**src/rtl/core/dct_coefficient_pair_stego_assert.svh**
```systemverilog
// ----------------------------------------------------------------------------
// DCT coefficient pair stego - assertion macros
// Clocked on clk_i, disabled while rst_ni is low.
// ----------------------------------------------------------------------------
`ifndef DCT_COEFFICIENT_PAIR_STEGO_ASSERT_SVH
`define DCT_COEFFICIENT_PAIR_STEGO_ASSERT_SVH

// prop must hold at every clock edge out of reset
`define DCPS_ASSERT(lbl, prop, msg) \
  lbl: assert property (@(posedge clk_i) disable iff (!rst_ni) (prop)) else $error(msg);

// cons must hold in the same cycle as ante
`define DCPS_ASSERT_IMP(lbl, ante, cons, msg) \
  lbl: assert property (@(posedge clk_i) disable iff (!rst_ni) (ante) |-> (cons)) \
    else $error(msg);

`endif

```
**src/rtl/core/dcps_pkg.sv**
```systemverilog
// ----------------------------------------------------------------------------
// dcps_pkg
// Shared constants, basis weight tables and interface structs.
// ----------------------------------------------------------------------------
`default_nettype none

package dcps_pkg;

  localparam int BlockDim    = 8;
  localparam int BlockPixels = BlockDim * BlockDim;
  localparam int PosW        = $clog2(BlockPixels);
  localparam int FracBits    = 10;

  localparam int RowA = 6;
  localparam int ColA = 7;
  localparam int RowB = 5;
  localparam int ColB = 1;

  // weight magnitude stays below 1.0, so Q(FracBits) plus sign
  localparam int WW     = FracBits + 2;
  localparam int DiffWW = FracBits + 3;
  // 64 * 255 * 2^FracBits plus sign
  localparam int CW     = FracBits + 15;
  // (b - a) +/- intensity
  localparam int DW     = CW + 2;
  localparam int PW     = DW + DiffWW;
  localparam int TW     = PW + 1;
  localparam int Shift  = 2 * FracBits + 1;

  localparam int OutDepth = 4;
  localparam int OutPtrW  = $clog2(OutDepth);

  // cos(m*pi/16) in Q30, m = 0..8
  localparam longint CosQ30 [9] = '{
    64'sd1073741824, 64'sd1053110176, 64'sd992008094, 64'sd892783698,
    64'sd759250125,  64'sd596538995,  64'sd410903207, 64'sd209476638,
    64'sd0
  };

  typedef logic signed [WW-1:0]     wtab_t [BlockPixels];
  typedef logic signed [DiffWW-1:0] dtab_t [BlockPixels];

  function automatic longint cos_angle(int unsigned k);
    int unsigned m;
    m = k & 31;
    if (m > 16) m = 32 - m;
    if (m > 8) return -CosQ30[16-m];
    return CosQ30[m];
  endfunction

  function automatic longint weight(int unsigned u, int unsigned v,
                                    int unsigned r, int unsigned c);
    longint          p;
    longint unsigned mag;
    longint unsigned q;
    int unsigned     sh;
    p   = cos_angle((2 * r + 1) * u) * cos_angle((2 * c + 1) * v);
    mag = (p < 0) ? longint'(-p) : longint'(p);
    sh  = 62 - FracBits;
    q   = (mag + (64'd1 << (sh - 1))) >> sh;
    return (p < 0) ? -longint'(q) : longint'(q);
  endfunction

  function automatic wtab_t gen_wtab(int unsigned u, int unsigned v);
    wtab_t tab;
    for (int i = 0; i < BlockPixels; i++) begin
      tab[i] = WW'(weight(u, v, i / BlockDim, i % BlockDim));
    end
    return tab;
  endfunction

  function automatic dtab_t gen_dtab();
    dtab_t tab;
    for (int i = 0; i < BlockPixels; i++) begin
      tab[i] = DiffWW'(weight(RowA, ColA, i / BlockDim, i % BlockDim)
                       - weight(RowB, ColB, i / BlockDim, i % BlockDim));
    end
    return tab;
  endfunction

  localparam wtab_t WTabA = gen_wtab(RowA, ColA);
  localparam wtab_t WTabB = gen_wtab(RowB, ColB);
  // basis(a) - basis(b): the pixel delta is d * this, with db = -da
  localparam dtab_t WTabD = gen_dtab();

  typedef struct packed {
    logic                 kind;
    logic                 msg_bit;
    logic signed [CW-1:0] coef_a;
    logic signed [CW-1:0] coef_b;
  } job_t;

  typedef struct packed {
    logic            full;
    logic            empty;
    logic            wr_bank;
    logic            rd_bank;
  } jobq_stat_t;

  typedef struct packed {
    logic            en;
    logic [PosW:0]   addr;
    logic [7:0]      data;
  } pix_wr_t;

  typedef struct packed {
    logic [7:0] pixel;
    logic       found;
    logic       last;
  } res_t;

endpackage

`default_nettype wire

```
**src/rtl/core/dcps_front.sv**
```systemverilog
// ----------------------------------------------------------------------------
// dcps_front
// Takes pixel beats, stores them and accumulates both DCT coefficients.
// ----------------------------------------------------------------------------
`default_nettype none

module dcps_front (
  input  wire logic                clk_i,
  input  wire logic                rst_ni,
  input  wire logic                s_axis_tvalid_i,
  output logic                     s_axis_tready_o,
  input  wire logic [15:0]         s_axis_tdata_i,
  input  wire logic                s_axis_tuser_i,
  input  wire dcps_pkg::jobq_stat_t q_stat_i,
  output logic                     push_o,
  output dcps_pkg::job_t           push_job_o,
  output dcps_pkg::pix_wr_t        pix_wr_o
);
  import dcps_pkg::*;

  logic                 accept;
  logic [PosW-1:0]      pos_q;
  logic signed [CW-1:0] acc_a_q, acc_b_q;
  logic signed [CW-1:0] sum_a, sum_b;
  logic signed [8:0]    pix_s;
  logic signed [WW-1:0] w_a, w_b;
  logic signed [CW-1:0] term_a, term_b;
  logic                 blk_end;

  assign s_axis_tready_o = !q_stat_i.full;
  assign accept  = s_axis_tvalid_i && s_axis_tready_o;
  assign blk_end = (pos_q == PosW'(BlockPixels - 1));

  assign pix_s  = $signed({1'b0, s_axis_tdata_i[7:0]});
  assign w_a    = WTabA[pos_q];
  assign w_b    = WTabB[pos_q];
  assign term_a = CW'(pix_s) * CW'(w_a);
  assign term_b = CW'(pix_s) * CW'(w_b);
  assign sum_a  = acc_a_q + term_a;
  assign sum_b  = acc_b_q + term_b;

  always_ff @(posedge clk_i or negedge rst_ni) begin
    if (!rst_ni) begin
      pos_q   <= '0;
      acc_a_q <= '0;
      acc_b_q <= '0;
    end else if (accept) begin
      pos_q <= pos_q + PosW'(1);
      if (blk_end) begin
        acc_a_q <= '0;
        acc_b_q <= '0;
      end else begin
        acc_a_q <= sum_a;
        acc_b_q <= sum_b;
      end
    end
  end

  assign push_o             = accept && blk_end;
  assign push_job_o.kind    = s_axis_tuser_i;
  assign push_job_o.msg_bit = s_axis_tdata_i[8];
  assign push_job_o.coef_a  = sum_a;
  assign push_job_o.coef_b  = sum_b;

  // block buffer bank follows the job slot the block will occupy
  assign pix_wr_o.en   = accept;
  assign pix_wr_o.addr = {q_stat_i.wr_bank, pos_q};
  assign pix_wr_o.data = s_axis_tdata_i[7:0];

endmodule

`default_nettype wire

```
**src/rtl/core/dcps_jobq.sv**
```systemverilog
// ----------------------------------------------------------------------------
// dcps_jobq
// Two-entry job queue; a slot stays held until the last beat of its block is issued.
// ----------------------------------------------------------------------------
`default_nettype none

module dcps_jobq (
  input  wire logic                clk_i,
  input  wire logic                rst_ni,
  input  wire logic                push_i,
  input  wire dcps_pkg::job_t      push_job_i,
  input  wire logic                pop_i,
  output dcps_pkg::job_t           head_o,
  output dcps_pkg::jobq_stat_t     stat_o
);
  import dcps_pkg::*;

  job_t       slot_q [2];
  logic       wr_ptr_q, rd_ptr_q;
  logic [1:0] cnt_q;

  always_ff @(posedge clk_i) begin
    if (push_i) slot_q[wr_ptr_q] <= push_job_i;
  end

  always_ff @(posedge clk_i or negedge rst_ni) begin
    if (!rst_ni) begin
      wr_ptr_q <= 1'b0;
      rd_ptr_q <= 1'b0;
      cnt_q    <= '0;
    end else begin
      if (push_i) wr_ptr_q <= !wr_ptr_q;
      if (pop_i)  rd_ptr_q <= !rd_ptr_q;
      cnt_q <= cnt_q + 2'(push_i) - 2'(pop_i);
    end
  end

  assign head_o         = slot_q[rd_ptr_q];
  assign stat_o.full    = (cnt_q == 2'd2);
  assign stat_o.empty   = (cnt_q == 2'd0);
  assign stat_o.wr_bank = wr_ptr_q;
  assign stat_o.rd_bank = rd_ptr_q;

endmodule

`default_nettype wire

```
**src/rtl/core/dcps_back.sv**
```systemverilog
// ----------------------------------------------------------------------------
// dcps_back
// Per block: sets the coefficient gap, then streams the corrected pixels (one found beat for extract).
// ----------------------------------------------------------------------------
`default_nettype none

module dcps_back (
  input  wire logic                clk_i,
  input  wire logic                rst_ni,
  input  wire logic                cfg_valid_i,
  input  wire logic [7:0]          cfg_data_i,
  input  wire dcps_pkg::pix_wr_t   pix_wr_i,
  input  wire dcps_pkg::job_t      head_i,
  input  wire dcps_pkg::jobq_stat_t q_stat_i,
  output logic                     pop_o,
  output logic                     m_axis_tvalid_o,
  input  wire logic                m_axis_tready_i,
  output logic [15:0]              m_axis_tdata_o,
  output logic                     m_axis_tlast_o
);
  import dcps_pkg::*;

  localparam logic [1:0] StIdle = 2'd0;
  localparam logic [1:0] StGap  = 2'd1;
  localparam logic [1:0] StRun  = 2'd2;

  // two banks of one block each
  logic [7:0]             pix_mem [2*BlockPixels];
  logic [7:0]             rd_q;

  logic [7:0]             intensity_q;
  logic [1:0]             state_q;
  logic [PosW-1:0]        k_q;
  logic signed [CW:0]     diff_q;
  logic signed [DW-1:0]   d_q;
  logic signed [DW-1:0]   gap;
  logic signed [DiffWW-1:0] wd;

  logic                   s1_valid_q, s1_last_q, s1_ext_q, s1_found_q;
  logic signed [PW-1:0]   prod_q;

  res_t                   fifo_q [OutDepth];
  logic [OutPtrW-1:0]     fw_ptr_q, fr_ptr_q;
  logic [OutPtrW:0]       fcnt_q;
  logic                   credit_ok, issue, issue_last, fifo_rd;

  logic signed [TW-1:0]   pix_t, prod_t, round_t, t_sum;
  logic [7:0]             sat_pix;
  res_t                   res;

  always_ff @(posedge clk_i) begin
    if (pix_wr_i.en) pix_mem[pix_wr_i.addr] <= pix_wr_i.data;
    rd_q <= pix_mem[{q_stat_i.rd_bank, k_q}];
  end

  always_ff @(posedge clk_i or negedge rst_ni) begin
    if (!rst_ni) begin
      intensity_q <= 8'd30;
    end else if (cfg_valid_i) begin
      intensity_q <= cfg_data_i;
    end
  end

  assign gap = DW'({intensity_q, {FracBits{1'b0}}});
  assign wd  = WTabD[k_q];

  assign credit_ok  = (fcnt_q + (OutPtrW+1)'(s1_valid_q)) < (OutPtrW+1)'(OutDepth);
  assign issue      = (state_q == StRun) && credit_ok;
  assign issue_last = head_i.kind || (k_q == PosW'(BlockPixels - 1));
  assign pop_o      = issue && issue_last;

  always_ff @(posedge clk_i or negedge rst_ni) begin
    if (!rst_ni) begin
      state_q <= StIdle;
      k_q     <= '0;
    end else begin
      case (state_q)
        StIdle: begin
          if (!q_stat_i.empty) state_q <= StGap;
        end
        StGap: begin
          k_q     <= '0;
          state_q <= StRun;
        end
        StRun: begin
          if (issue) begin
            k_q <= k_q + PosW'(1);
            if (issue_last) state_q <= StIdle;
          end
        end
        default: state_q <= StIdle;
      endcase
    end
  end

  // datapath regs, no reset needed
  always_ff @(posedge clk_i) begin
    if (state_q == StIdle) begin
      diff_q <= (CW+1)'(head_i.coef_b) - (CW+1)'(head_i.coef_a);
    end
    if (state_q == StGap) begin
      d_q <= head_i.msg_bit ? DW'(diff_q) + gap : DW'(diff_q) - gap;
    end
    if (issue) begin
      prod_q     <= PW'(d_q) * PW'(wd);
      s1_last_q  <= issue_last;
      s1_ext_q   <= head_i.kind;
      s1_found_q <= diff_q[CW];   // b - a negative: a > b
    end
  end

  always_ff @(posedge clk_i or negedge rst_ni) begin
    if (!rst_ni) begin
      s1_valid_q <= 1'b0;
    end else begin
      s1_valid_q <= issue;
    end
  end

  // pixel * 2^(2F+1) + delta + half, then round down and clamp
  assign pix_t   = $signed(TW'({rd_q, {Shift{1'b0}}}));
  assign prod_t  = TW'(prod_q);
  assign round_t = $signed(TW'({1'b1, {(2*FracBits){1'b0}}}));
  assign t_sum   = pix_t + prod_t + round_t;

  always_comb begin
    if (t_sum[TW-1]) begin
      sat_pix = 8'd0;
    end else if (|t_sum[TW-2:Shift+8]) begin
      sat_pix = 8'd255;
    end else begin
      sat_pix = t_sum[Shift+7:Shift];
    end
  end

  assign res.pixel = s1_ext_q ? 8'd0 : sat_pix;
  assign res.found = s1_ext_q && s1_found_q;
  assign res.last  = s1_last_q;

  // output queue doubles as the skid buffer
  assign fifo_rd = m_axis_tvalid_o && m_axis_tready_i;

  always_ff @(posedge clk_i) begin
    if (s1_valid_q) fifo_q[fw_ptr_q] <= res;
  end

  always_ff @(posedge clk_i or negedge rst_ni) begin
    if (!rst_ni) begin
      fw_ptr_q <= '0;
      fr_ptr_q <= '0;
      fcnt_q   <= '0;
    end else begin
      if (s1_valid_q) fw_ptr_q <= fw_ptr_q + OutPtrW'(1);
      if (fifo_rd)    fr_ptr_q <= fr_ptr_q + OutPtrW'(1);
      fcnt_q <= fcnt_q + (OutPtrW+1)'(s1_valid_q) - (OutPtrW+1)'(fifo_rd);
    end
  end

  assign m_axis_tvalid_o = (fcnt_q != '0);
  assign m_axis_tdata_o  = {7'd0, fifo_q[fr_ptr_q].found, fifo_q[fr_ptr_q].pixel};
  assign m_axis_tlast_o  = fifo_q[fr_ptr_q].last;

endmodule

`default_nettype wire

```
**src/rtl/core/dct_coefficient_pair_stego.sv**
```systemverilog
// ----------------------------------------------------------------------------
// dct_coefficient_pair_stego
// Hides or reads one bit per 8x8 block in the DCT pair (6,7) / (5,1).
// ----------------------------------------------------------------------------
// Pixels come in one beat per cycle, 64 per block, row-major; kind and the
// message bit count only on the 64th beat. An embed block returns 64 pixel
// beats, an extract block one beat carrying the found bit, both ending with
// tlast. The input side takes a beat every cycle while the two-entry job
// queue has room; each job holds one bank of the block buffer until the
// last result of its block is issued. The output side loads each job in
// its idle and gap states, then emits one beat per cycle (one memory read
// and one multiply each) while its output queue has room. The input side
// can take the next block while the output side works on the last one.
// Intensity may change only while idle.
// ----------------------------------------------------------------------------
`default_nettype none

module dct_coefficient_pair_stego (
  input  wire logic        clk_i,
  input  wire logic        rst_ni,
  // configuration: intensity
  input  wire logic        cfg_valid_i,
  output logic             cfg_ready_o,
  input  wire logic [7:0]  cfg_data_i,
  // input stream
  input  wire logic        s_axis_tvalid_i,
  output logic             s_axis_tready_o,
  input  wire logic [15:0] s_axis_tdata_i,   // [7:0] pixel, [8] message_bit
  input  wire logic        s_axis_tuser_i,   // [0] kind
  // result stream
  output logic             m_axis_tvalid_o,
  input  wire logic        m_axis_tready_i,
  output logic [15:0]      m_axis_tdata_o,   // [7:0] out_pixel, [8] found_bit
  output logic             m_axis_tlast_o
);
  import dcps_pkg::*;

  `include "dct_coefficient_pair_stego_assert.svh"

  logic       job_push, job_pop;
  job_t       push_job, head_job;
  jobq_stat_t q_stat;
  pix_wr_t    pix_wr;
  logic       found_beat, extract_beat;

  assign cfg_ready_o = 1'b1;

  dcps_front u_front (
    .clk_i           (clk_i),
    .rst_ni          (rst_ni),
    .s_axis_tvalid_i (s_axis_tvalid_i),
    .s_axis_tready_o (s_axis_tready_o),
    .s_axis_tdata_i  (s_axis_tdata_i),
    .s_axis_tuser_i  (s_axis_tuser_i),
    .q_stat_i        (q_stat),
    .push_o          (job_push),
    .push_job_o      (push_job),
    .pix_wr_o        (pix_wr)
  );

  dcps_jobq u_jobq (
    .clk_i      (clk_i),
    .rst_ni     (rst_ni),
    .push_i     (job_push),
    .push_job_i (push_job),
    .pop_i      (job_pop),
    .head_o     (head_job),
    .stat_o     (q_stat)
  );

  dcps_back u_back (
    .clk_i           (clk_i),
    .rst_ni          (rst_ni),
    .cfg_valid_i     (cfg_valid_i),
    .cfg_data_i      (cfg_data_i),
    .pix_wr_i        (pix_wr),
    .head_i          (head_job),
    .q_stat_i        (q_stat),
    .pop_o           (job_pop),
    .m_axis_tvalid_o (m_axis_tvalid_o),
    .m_axis_tready_i (m_axis_tready_i),
    .m_axis_tdata_o  (m_axis_tdata_o),
    .m_axis_tlast_o  (m_axis_tlast_o)
  );

  assign found_beat   = m_axis_tvalid_o && m_axis_tdata_o[8];
  assign extract_beat = m_axis_tlast_o && (m_axis_tdata_o[7:0] == 8'd0);

  `DCPS_ASSERT(a_push_room, !(job_push && q_stat.full), "job pushed into full queue")
  `DCPS_ASSERT(a_pop_held, !(job_pop && q_stat.empty), "job popped from empty queue")
  `DCPS_ASSERT_IMP(a_found_beat, found_beat, extract_beat, "found bit on a non-extract beat")

endmodule

`default_nettype wire

```
**config.mk**
```make
export PLATFORM = sky130hd
export DESIGN_NAME = dct_coefficient_pair_stego
export DESIGN_NICKNAME = d
export VERILOG_FILES = /design/src/rtl/core/dcps_pkg.sv /design/src/rtl/core/dcps_front.sv /design/src/rtl/core/dcps_jobq.sv /design/src/rtl/core/dcps_back.sv /design/src/rtl/core/dct_coefficient_pair_stego.sv
export VERILOG_INCLUDE_DIRS = /design/src /design/src/rtl/core
export SDC_FILE = /design/constraint.sdc
export NUM_CORES = 2
export LEC_CHECK = 0
export ABC_CLOCK_PERIOD_IN_PS = 11450
export BUFFER_PORTS_ARGS = -buffer_cell sky130_fd_sc_hd__buf_2
export CAP_MARGIN = 30
export CORE_MARGIN = 2
export CORE_UTILIZATION = 58
export CTS_BUF_LIST = sky130_fd_sc_hd__clkbuf_4 sky130_fd_sc_hd__clkbuf_8
export CTS_CLUSTER_DIAMETER = 30
export CTS_CLUSTER_SIZE = 8
export DETAILED_ROUTE_END_ITERATION = 10
export GPL_ROUTABILITY_DRIVEN = 1
export PLACE_DENSITY = 0.71
export SETUP_SLACK_MARGIN = 0.3
export SYNTH_ARGS = -nofsm -noshare
export SYNTH_HDL_FRONTEND = slang
export SYNTH_SLANG_ARGS = --single-unit
```
**constraint.sdc**
```tcl
create_clock -name clk_i -period 11.45 [get_ports clk_i]
set_clock_uncertainty 0.2 [all_clocks]
set_input_delay 1.7175 -clock clk_i [delete_from_list [all_inputs] [get_ports clk_i]]
set_output_delay 1.7175 -clock clk_i [all_outputs]
set_load 0.005 [all_outputs]
```
==> results.json <==
{
  "port_buffers": 34,
  "insertion_delay_ns": 0.96,
  "ctsHoldBuffers": 0,
  "worstSetupPathType": "register to register",
  "cp_num_buf_inv": 5,
  "clock_path_buffers": 4,
  "ant_nets": 0,
  "slew_violations": 0,
  "tns_ns": 0,
  "route.detailed.drc": 0,
  "fmax_mhz": 100,
  "coreArea_mm2": 0.128,
  "post-dp-hpwl_um": 107000,
  "relSlewSlack": 0.315,
  "postSynth.asyncResetShare": 0.0629,
  "postCtsSetupBuffers": 0,
  "synth_edf_count": 1244,
  "synth_seq_cells": 1336,
  "numCtsBuffers": 281,
  "track_usage": 0.252,
  "rsz0062_at_grt": "false",
  "first_pass_iters": 6,
  "worst_hold_slack_ns": 0.190,
  "endpoint_kind": "register",
  "setup_viol": 0,
  "grt_start_max_net_pins": 101,
  "path_clk_slew_ns": 0.05,
  "finalCritPeriodShare": 0.873,
  "grt_first_pass_wirelength_um": 253000,
  "std_cell_rows": 131,
  "maxCapViolCount": 0,
  "grt_pass1_vias": 44800,
  "critPathArrivalTime_ns": 10.58,
  "critPathSlowestCell": "dfrtp_1",
  "cts-resized-gates": 0,
  "tightest_slew_ns": 1.02,
  "netlist_area_mm2": 0.0747,
  "cts_root_buffer": "clkbuf_8",
  "cpLargestDelayFamily": "compound AO/OA/AOI/OAI gates",
  "wl_um": 161000,
  "cts.sinks": 1336,
  "die_w_um": 363,
  "outcome": "complete, no violations",
  "area_delta_synth_final_pct": 10.2,
  "synthFlopType": "edfxtp_1",
  "critPathMaxFanout": 20,
  "initial_core_util": 0.585,
  "overflow": 0,
  "final_hold_viol_count": 0,
  "cp-start-kind": "register",
  "synth_cell_type_count": 76,
  "detail_route.wl_per_cell_um": 22.4,
  "cpMostUsedCell": "inv_1",
  "initialDrtViolationCount": 3720,
  "fin_util": 0.644,
  "ios": 50,
  "synth.avg_cell_area_um2": 14.4,
  "gp_congestion": 0.857,
  "critPathRequiredTime_ns": 12.04,
  "htree_levels": 5,
  "yosys_warnings": 0,
  "fin_crit_ns": 9.99,
  "hp-class": "register to register",
  "ys_seq_area_frac": 0.531,
  "cts_tree": "yes",
  "die_y_um": 363,
  "postSynthCellCount": 5171,
  "drive_above_1_share": 0.173,
  "die-area_mm2": 0.132,
  "slowest_delay_ns": 0.78,
  "layout.nets": 6124,
  "dr_total_vias": 42700,
  "viasPerCell": 5.96,
  "antenna_found_initial": 2
}
[cell families after synthesis]
| kind of cell | share of synthesized area |
|---|---|
| flops | 0.531 |
| compound gates | 0.0540 |
| mux | 0.116 |
| simple gates | 0.0661 |
| fa+ha+maj | 0.172 |
| buf+inv | 0.0418 |
| xor+xnor | 0.0190 |
| other cells | 0.000101 |
[final cells by class]
type / count / area [um2]
Antenna cell: 3 / 7.51
Inverter: 593 / 2230
Fill cell: 9022 / 45400
Clock buffer: 330 / 4300
Multi-Input combinational cell: 3024 / 32000
Sequential cell: 1336 / 39600
Timing Repair Buffer: 100 / 743
Clock inverter: 123 / 1280
Tap cell: 1662 / 2080
[synthesized netlist by cell type, types with 80 or more instances]
library cell | n | share of area
mux4_2 | 353 | 0.11
dfrtp_1 | 80 | 0.027
inv_1 | 590 | 0.030
o21ai_0 | 128 | 0.0086
xnor2_1 | 120 | 0.014
clkbuf_1 | 148 | 0.0074
ha_1 | 313 | 0.052
nand2_1 | 396 | 0.020
and2_1 | 191 | 0.016
fa_1 | 445 | 0.12
nor2_1 | 271 | 0.014
edfxtp_1 | 1244 | 0.50
a21oi_1 | 142 | 0.0095
[cells in the final DEF (no fill, tap or decap), types with 48 or more instances in the layout]
cell type and count:
edfxtp_1 1244, inv_1 589, fa_1 445, nand2_1 393
mux4_2 353, ha_1 313, clkbuf_8 292, nor2_1 270
and2_1 190, a21oi_1 141, o21ai_0 128, xnor2_1 120
dfrtp_1 74, buf_4 70, a21o_1 60, a22o_1 48
[per-layer routing]
metal	GRT usage	up-vias	share of wire
li1	-	19000	-
met1	0.354	21800	0.41
met2	0.403	1643	0.48
met3	0.0508	275	0.083
met4	0.0746	0	0.024
met5	0	-	0
[state kept, by name, summed over array words and instances (netlist names), 20 cells and up]
signal and cells:
u_back.d_q 27, u_back.prod_q 20, u_jobq.slot_q 104, u_back.diff_q 26, u_front.acc_b_q 25, u_back.pix_mem 1024
u_back.fifo_q 40, u_front.acc_a_q 25
[final timing paths]
kind	cells past startpoint	slack, ns	startpoint	endpoint
worst max-delay path	34	1.46	u_front.pos_q[0]	u_front.acc_b_q[23]
worst min-delay path	0	0.19	u_back.diff_q[2]	u_back.d_q[2]
worst max register to register	34	1.46	u_front.pos_q[0]	u_front.acc_b_q[23]
worst min register to register	0	0.19	u_back.diff_q[2]	u_back.d_q[2]
max in group asynchronous	3	9.42	rst_ni	u_front.pos_q[4]
min in group asynchronous	1	0.48	rst_ni	u_back.intensity_q[5]
[stage by stage]
stage	std cells	worst slack [ns]	area (um2)
after floorplan	5177	2.89	74700
after global placement	6711	1.68	76600
after detailed placement	6714	1.60	76700
after CTS	7167	1.48	82300
after global routing	7171	0.726	82300
final	7171	1.46	82300
Power is not shown: default switching activity piles up to over one toggle a cycle in this logic, so the estimate is an artifact.
